$ cat config.mk
export PLATFORM = sky130hd
export DESIGN_NAME = sss_ctrl
export DESIGN_NICKNAME = d
export VERILOG_FILES = /design/src/sv/sss_pkg.sv /design/src/sv/sss_ctrl.sv
export SDC_FILE = /design/constraint.sdc
export NUM_CORES = 1
export LEC_CHECK = 0
export BUFFER_PORTS_ARGS = -buffer_cell sky130_fd_sc_hd__buf_2
export CELL_PAD_IN_SITES_DETAIL_PLACEMENT = 0
export CELL_PAD_IN_SITES_GLOBAL_PLACEMENT = 1
export CORE_AREA = 2 2 39 41
export CTS_CLUSTER_SIZE = 25
export DETAILED_ROUTE_END_ITERATION = 7
export DIE_AREA = 0 0 41 43
export MAX_ROUTING_LAYER = met4
export PLACE_DENSITY_LB_ADDON = 0.15
export REMOVE_ABC_BUFFERS = 1
export SLEW_MARGIN = 15
export SYNTH_ARGS = -nofsm -noshare
export SYNTH_HDL_FRONTEND = slang
export SYNTH_SLANG_ARGS = --single-unit
export TNS_END_PERCENT = 1
$ cat constraint.sdc
create_clock -name clk -period 1.4 [get_ports clk]
set_input_delay 0.14 -clock clk [delete_from_list [all_inputs] [get_ports clk]]
set_output_delay 0.14 -clock clk [all_outputs]
set_load 0.01 [all_outputs]
$ cat src/sv/sss_pkg.sv
// ----------------------------------------------------------------------------
// sss_pkg
// Shared widths, constants and controller/datapath interface types for the
// selective state scan block.
// ----------------------------------------------------------------------------
package sss_pkg;

  localparam int DEF_INNER_CHANNELS = 512;
  localparam int DEF_STATE_DEPTH    = 16;

  localparam int CH_W   = 9;
  localparam int SIDX_W = 4;
  localparam int CFG_W  = 5;
  localparam int DAT_W  = 16;
  localparam int HID_W  = 24;
  localparam int SUM_W  = 32;
  localparam int CMP_W  = 8;

  localparam logic [CFG_W-1:0] CFG_RESET = 5'd16;

  typedef struct packed {
    logic load;
    logic rd;
    logic mul;
    logic upd;
    logic wmul;
    logic acc;
  } sss_cmd_t;

  typedef struct packed {
    logic item_ok;
    logic last;
    logic out_busy;
  } sss_sts_t;

endpackage

$ cat src/sv/sss_ctrl.sv
// ----------------------------------------------------------------------------
// sss_ctrl
// Sequencer for one request: accept, hidden read, decay multiply, hidden
// update and write back, weight multiply, and sum update with result hand-off.
// ----------------------------------------------------------------------------
module sss_ctrl (
  input  logic              clk,
  input  logic              rst_n,
  input  logic              in_valid,
  output logic              in_stall,
  input  sss_pkg::sss_sts_t sts,
  output sss_pkg::sss_cmd_t cmd
);
  import sss_pkg::*;

  localparam logic [2:0] S_IDLE = 3'd0;
  localparam logic [2:0] S_RD   = 3'd1;
  localparam logic [2:0] S_MUL  = 3'd2;
  localparam logic [2:0] S_UPD  = 3'd3;
  localparam logic [2:0] S_WMUL = 3'd4;
  localparam logic [2:0] S_ACC  = 3'd5;

  logic [2:0] state_r;
  logic [2:0] state_nxt;
  logic       accept;
  logic       blocked;

  assign in_stall = (state_r != S_IDLE);
  assign accept   = in_valid && !in_stall;
  assign blocked  = (state_r == S_ACC) && sts.last && sts.out_busy;

  always_comb begin
    cmd      = '0;
    cmd.load = accept;
    cmd.rd   = (state_r == S_RD);
    cmd.mul  = (state_r == S_MUL);
    cmd.upd  = (state_r == S_UPD);
    cmd.wmul = (state_r == S_WMUL);
    cmd.acc  = (state_r == S_ACC) && !blocked;
  end

  always_comb begin
    state_nxt = state_r;
    unique case (state_r)
      S_IDLE: begin
        if (accept && sts.item_ok) begin
          state_nxt = S_RD;
        end
      end
      S_RD:   state_nxt = S_MUL;
      S_MUL:  state_nxt = S_UPD;
      S_UPD:  state_nxt = S_WMUL;
      S_WMUL: state_nxt = S_ACC;
      S_ACC: begin
        if (!blocked) begin
          state_nxt = S_IDLE;
        end
      end
      default: state_nxt = S_IDLE;
    endcase
  end

  always_ff @(posedge clk) begin
    if (!rst_n) begin
      state_r <= S_IDLE;
    end else begin
      state_r <= state_nxt;
    end
  end

  a_accept_starts: assert property (@(posedge clk) disable iff (!rst_n)
    accept && sts.item_ok |=> state_r == S_RD)
    else $error("accepted element did not start the read");

  a_no_overwrite: assert property (@(posedge clk) disable iff (!rst_n)
    cmd.acc && sts.last |-> !sts.out_busy)
    else $error("pending result overwritten");

  a_blocked_holds: assert property (@(posedge clk) disable iff (!rst_n)
    blocked |=> state_r == S_ACC)
    else $error("left the sum step while the result was held");

  a_one_step: assert property (@(posedge clk) disable iff (!rst_n)
    $onehot0({cmd.rd, cmd.mul, cmd.upd, cmd.wmul, cmd.acc}))
    else $error("more than one datapath step at once");

endmodule

==> flow_summary_export.csv, run 1 <==
group,metric,value,unit
logic_synthesis,synth-main-ff-cell,"dfxtp_1",
critical_path,cp_max_fo,11,
power,power.density,1100,nW/µm²
floorplan,rows,14,
critical_path,end_kind,"output pin",
critical_path,critPathArrivalTime,1200,ps
sta,finalSetupViolCount,0,
placed_design,portBuffers,12,
floorplan,start_util,17.3,%
logic_synthesis,syn-cell-area,239,µm²
cells_and_area,register_area,62.6,µm²
critical_path,start_kind,"register",
placed_design,hpwlAfterDp,400,µm
logic_synthesis,ys_types,19,
cells_and_area,finalNetCount,45,
logic_synthesis,synth_edf_count,0,
drt,remaining_drc_errors,0,
clocking,clockBufferDepth,2,
logic_synthesis,synth_seq_area_share,25.1,%
sta,slew_violations,0,
placed_design,preCtsSetupSlack,241,ps
clocking,cts_tree,"done",
sta,clock.fmax,0.749,GHz
drt,wire_per_inst,9.94,µm
placed_design,gp_congestion,0.657,
clocking,cts.sinks,3,
outcome,status,"completed",
logic_synthesis,syn_avg_cell_area,9.56,µm²
logic_synthesis,synth_top_area_share,25.1,%
job,maxCapViolCount,0,
floorplan,ioPinCount,13,
global_routing,grt_pass1_wl,793,µm
floorplan,die_w,41,µm
floorplan,core-area,1380,µm²
logic_synthesis,synth_cells,25,
critical_path,path_cells,"or3_4 > nor2_2 > buf_2",
drt,dr_total_vias,210,
global_routing,grt.total_usage,7.59,%
global_routing,grt_max_degree,12,
floorplan,die_h,43,µm
clocking,cts_max_level,1,
sta,tns,0,ps
cells_and_area,antennaDiodeCount,0,
clocking,clock_latency,230,ps
logic_synthesis,synth_area_leader_cell,"dfxtp_1",
critical_path,cp.buffers_inverters,1,
logic_synthesis,ys_top_cells_by_count,"nor3b_1, dfxtp_1, buf_6",
critical_path,cpPeakStageDelay,400,ps
sta,rsz0062_at_grt,"no",
cells_and_area,multi_input_area,140,µm²
global_routing,grt_pass1_vias,205,
logic_synthesis,ys_warn_count,0,
global_routing,grt_remaining_overflow,0,
cells_and_area,final_util,23.1,%
logic_synthesis,async_flop_share,0,%
critical_path,slowest_stage,"or3_4",
worst_hold_path,hold_class,"input pin to register",
sta,fin_crit_sh,95.4,%
critical_path,crit_type,"register to output pin",
cells_and_area,drive_gt1_share,63.2,%
power,cellLeakagePower,0.148,nW
drt,drt-total-wl,537,µm
logic_synthesis,synthTopCellsByArea,"dfxtp_1, nor3b_1, buf_6",
clocking,cts_buffers,3,
logic_synthesis,yosysMostFrequentCell,"nor3b_1",
cells_and_area,largest_reg_flops,3,
logic_synthesis,ys_ff_latch,3,
cells_and_area,stdcell_count,54,
clocking,cts_setup_buffers,0,
sta,tightest_slew,303,ps
sta,finalClockSkew,0.750,ps
drt,via_per_inst,3.89,
cells_and_area,top_register,"state_r",
critical_path,crit_required,1260,ps
drt,dr.pass1.iters,2,
drt,antenna_left,0,
floorplan,fp.dieArea,1760,µm²
sta,finalWorstSetupSlack,64.1,ps
power,vdd.ir_drop.worst,372,µV
placed_design,dp.cells,50,
critical_path,path_delay_family,"simple AND/OR/NAND/NOR gates",
cells_and_area,reg.largest.list,"state_r: 3 flops",
sta,slew-limit-headroom,79.7,%
drt,drt_iter0_drc,1,
clocking,clkTransAtPathRegs,40,ps
clocking,cts_root_buffer,"clkbuf_4",
global_routing,antenna_found_initial,0,
cells_and_area,area_delta_synth_final,34.0,%
sta,hold_viol,0,
cells_and_area,fillers,164,
sta,min_period,1340,ps
[layout by cell type (no fill, tap or decap), types with 2 or more instances in the layout]
master | synthesis | routed
buf_2 | 1 | 12
nor3b_1 | 4 | 4
clkbuf_4 | 0 | 3
dfxtp_2 | 0 | 2
[final timing paths]
| kind | start | endpoint | slack, ps | cells after the start |
|---|---|---|---|---|
| max | state_r[2]$_SDFFE_PN0P_ | cmd[5] | 60 | 3 |
| max reg2reg | state_r[2]$_SDFFE_PN0P_ | state_r[0]$_SDFFE_PN0P_ | 350 | 2 |
| min | rst_n | state_r[1]$_SDFFE_PN0P_ | 200 | 2 |
| min reg2reg | state_r[2]$_SDFFE_PN0P_ | state_r[1]$_SDFFE_PN0P_ | 530 | 1 |
[report_power, final]
| group | leakage [nW] | total (W) | internal (W) | switching [W] |
|---|---|---|---|---|
| clock network | 0.0150 | 0.000151 | 0.000107 | 0.0000447 |
| logic | 0.107 | 0.0000910 | 0.0000506 | 0.0000404 |
| registers | 0.0254 | 0.000108 | 0.0000945 | 0.0000138 |
| total | 0.148 | 0.000351 | 0.000252 | 0.0000989 |
[worst reg2reg max path: stages (launching register included)]
cell	delay [ps]
dfxtp_2	420
mux2_2	360
nor4b_2	190
[stage by stage]
stage               cell area (µm²)  hold WS (ps)  power, W
global route                    320           198  0.000382
floorplan                       204           303  0.000162
global placement                292           447  0.000200
detailed placement              292           450  0.000201
CTS                             319           200  0.000362
finish                          320           202  0.000351
[area by class of cell]
class	instances	area share [%]
clock buffers	4	8.20
inverters	1	1.17
multi-input cells	17	43.7
well taps	16	6.25
flip-flops and latches	3	19.5
repair buffers	13	21.1
[logic make-up after synthesis]
group,after synthesis,share of synthesized area (%)
simple gates,12,40.3
xor+xnor,1,3.67
buf+inv,5,16.2
compound gates,3,9.95
flops,3,25.1
mux,1,4.71
[layer usage]
layer	up-vias	share of wire, %	global-route usage [%]
met5	-	0	-
met4	0	0	8.00
met3	0	6.7	3.14
met2	5	50	9.38
met1	92	43	8.28
li1	113	-	-
[repair_timing]
| item | CTS | global route |
|---|---|---|
| gates resized for setup | 1 | 1 |
| setup endpoints to repair | 1 | 1 |
| hold buffers | 0 | 0 |
(Power assumes the default switching activity.)
==> run 2: changes to the inputs <==
==> constraint.sdc (replaced) <==
create_clock -name clk -period 1.4 [get_ports clk]
set_input_delay 0.07 -clock clk [delete_from_list [all_inputs] [get_ports clk]]
set_output_delay 0.07 -clock clk [all_outputs]
set_load 0.01 [all_outputs]
==> run 2 against run 1 <==
Against the previous run: combinational power decreased by 9.6%; routed wire length increased by 1.5%; clock skew increased by 0.68 ps; sequential power increased by 5%; critical endpoint unchanged; total power decreased by 2.0%.
==> flow_summary_export.csv, run 2 (synthesis gave the netlist of run 1 again) <==
group,metric,value,unit
cells_and_area,finalNetCount,44,
floorplan,rows,14,
power,p_total,0.000344,W
cells_and_area,mostFrequentLayoutCells,"buf_2, nor3b_1, clkbuf_4",
critical_path,cpPeakStageDelay,430,ps
placed_design,gp_congestion,0.667,
critical_path,cp.buffers_inverters,1,
power,power.density,1100,nW/µm²
critical_path,end_kind,"output pin",
floorplan,ioPinCount,13,
critical_path,crit_start,"state_r[2]$_SDFFE_PN0P_",
global_routing,grt_use_met3,1.57,%
placed_design,dp.cells,49,
sta,slew_violations,0,
critical_path,start_kind,"register",
clocking,cts_setup_buffers,0,
worst_hold_path,holdPathEnd,"state_r[1]$_SDFFE_PN0P_",
global_routing,use_met2,9.38,%
cells_and_area,antennaDiodeCount,0,
clocking,cts.sinks,3,
cells_and_area,stdcell_count,53,
drt,via_per_inst,4.23,
critical_path,r2r_cells,2,
critical_path,rrSetupSlack,220,ps
clocking,clock_latency,230,ps
clocking,cts_tree,"done",
global_routing,antenna_found_initial,0,
global_routing,top_usage_layer,"met2",
drt,antenna_left,0,
cells_and_area,fillers,169,
global_routing,grt_pass1_wl,821,µm
outcome,status,"completed",
global_routing,grt_remaining_overflow,0,
drt,dr_total_vias,224,
global_routing,grt.total_usage,7.19,%
critical_path,reg2reg_to,"state_r[0]$_SDFFE_PN0P_",
global_routing,grt_pass1_vias,216,
power,vdd.ir_drop.worst,248,µV
critical_path,crit_required,1330,ps
floorplan,fp.dieArea,1760,µm²
cells_and_area,final_common_cell,"buf_2",
floorplan,core-area,1380,µm²
sta,finalClockSkew,1.43,ps
clocking,cts_resized,0,
sta,min_period,1320,ps
floorplan,die_w,41,µm
clocking,cts_root_buffer,"clkbuf_4",
drt,drt_iter0_drc,1,
critical_path,r2r_start,"state_r[2]$_SDFFE_PN0P_",
clocking,clkTransAtPathRegs,40,ps
cells_and_area,reg.largest.list,"state_r: 3 flops",
sta,fin_crit_sh,94.6,%
clocking,ctsHoldBuffers,0,
sta,slew-limit-headroom,77.4,%
sta,finalWorstSetupSlack,75.4,ps
sta,tightest_slew,339,ps
drt,wire_per_inst,10.3,µm
placed_design,portBuffers,12,
placed_design,preCtsSetupSlack,227,ps
global_routing,global_route.usage.met1,8.97,%
floorplan,die_h,43,µm
sta,tns,0,ps
critical_path,slowest_stage,"or3_4",
placed_design,hpwlAfterDp,393,µm
critical_path,cp_max_fo,11,
sta,hold_viol,0,
cells_and_area,largest_reg_flops,3,
critical_path,path_delay_family,"simple AND/OR/NAND/NOR gates",
drt,remaining_drc_errors,0,
drt,dr.pass1.iters,2,
clocking,cts_max_level,1,
cells_and_area,drive_gt1_share,59.5,%
worst_hold_path,hold_class,"input pin to register",
critical_path,path_cells,"or3_4 > nor2_2 > buf_2",
sta,hold_ws,137,ps
cells_and_area,area_delta_synth_final,30.4,%
global_routing,grt_max_degree,12,
sta,rsz0062_at_grt,"no",
worst_hold_path,hp-start,"rst_n",
floorplan,start_util,17.3,%
job,maxCapViolCount,0,
clocking,cts_buffers,3,
power,cellLeakagePower,0.142,nW
drt,drt-total-wl,545,µm
clocking,clockBufferDepth,2,
critical_path,crit_type,"register to output pin",
sta,clock.fmax,0.755,GHz
critical_path,critPathArrivalTime,1250,ps
cells_and_area,top_register,"state_r",
worst_hold_path,holdPathStages,2,
sta,finalSetupViolCount,0,
run 2: cell types whose count changed in the layout (fill, tap and decap cells not counted), sizes merged:
cell  delta
buf      -1
run 2: metrics by stage:
| step | cell area [µm²] | util [%] |
|---|---|---|
| floorplan | 204 | - |
| global placement | 284 | 20.5 |
| detailed placement | 284 | 20.5 |
| CTS | 310 | 22.4 |
| global route | 312 | 22.5 |
| finish | 312 | 22.5 |
run 2: worst max path at each step:
stage                                   end  cells after the start
floorplan           state_r[0]$_SDFFE_PN0P_                      2
global placement    state_r[0]$_SDFFE_PN0P_                      2
detailed placement  state_r[0]$_SDFFE_PN0P_                      2
CTS                                  cmd[0]                      3
global route                         cmd[5]                      3
finish                               cmd[5]                      3
run 2: metal layers:
metal,up-vias,wire length (µm)
li1,112,-
met1,107,224
met2,5,288
met3,0,32
met4,0,0
met5,-,0
run 2: area by class of cell:
type | instances | area [µm²] | share of cell area [%]
Multi-Input combinational cell | 17 | 140 | 45.0
Sequential cell | 3 | 61.3 | 19.7
Timing Repair Buffer | 12 | 60.1 | 19.3
Tap cell | 16 | 20.0 | 6.43
Clock buffer | 4 | 26.3 | 8.43
Inverter | 1 | 3.75 | 1.20
run 2: report_power, final:
group          internal, W  switching [W]
Clock             0.000107      0.0000420
Sequential       0.0000942      0.0000187
Combinational    0.0000468      0.0000354
Total             0.000248      0.0000961
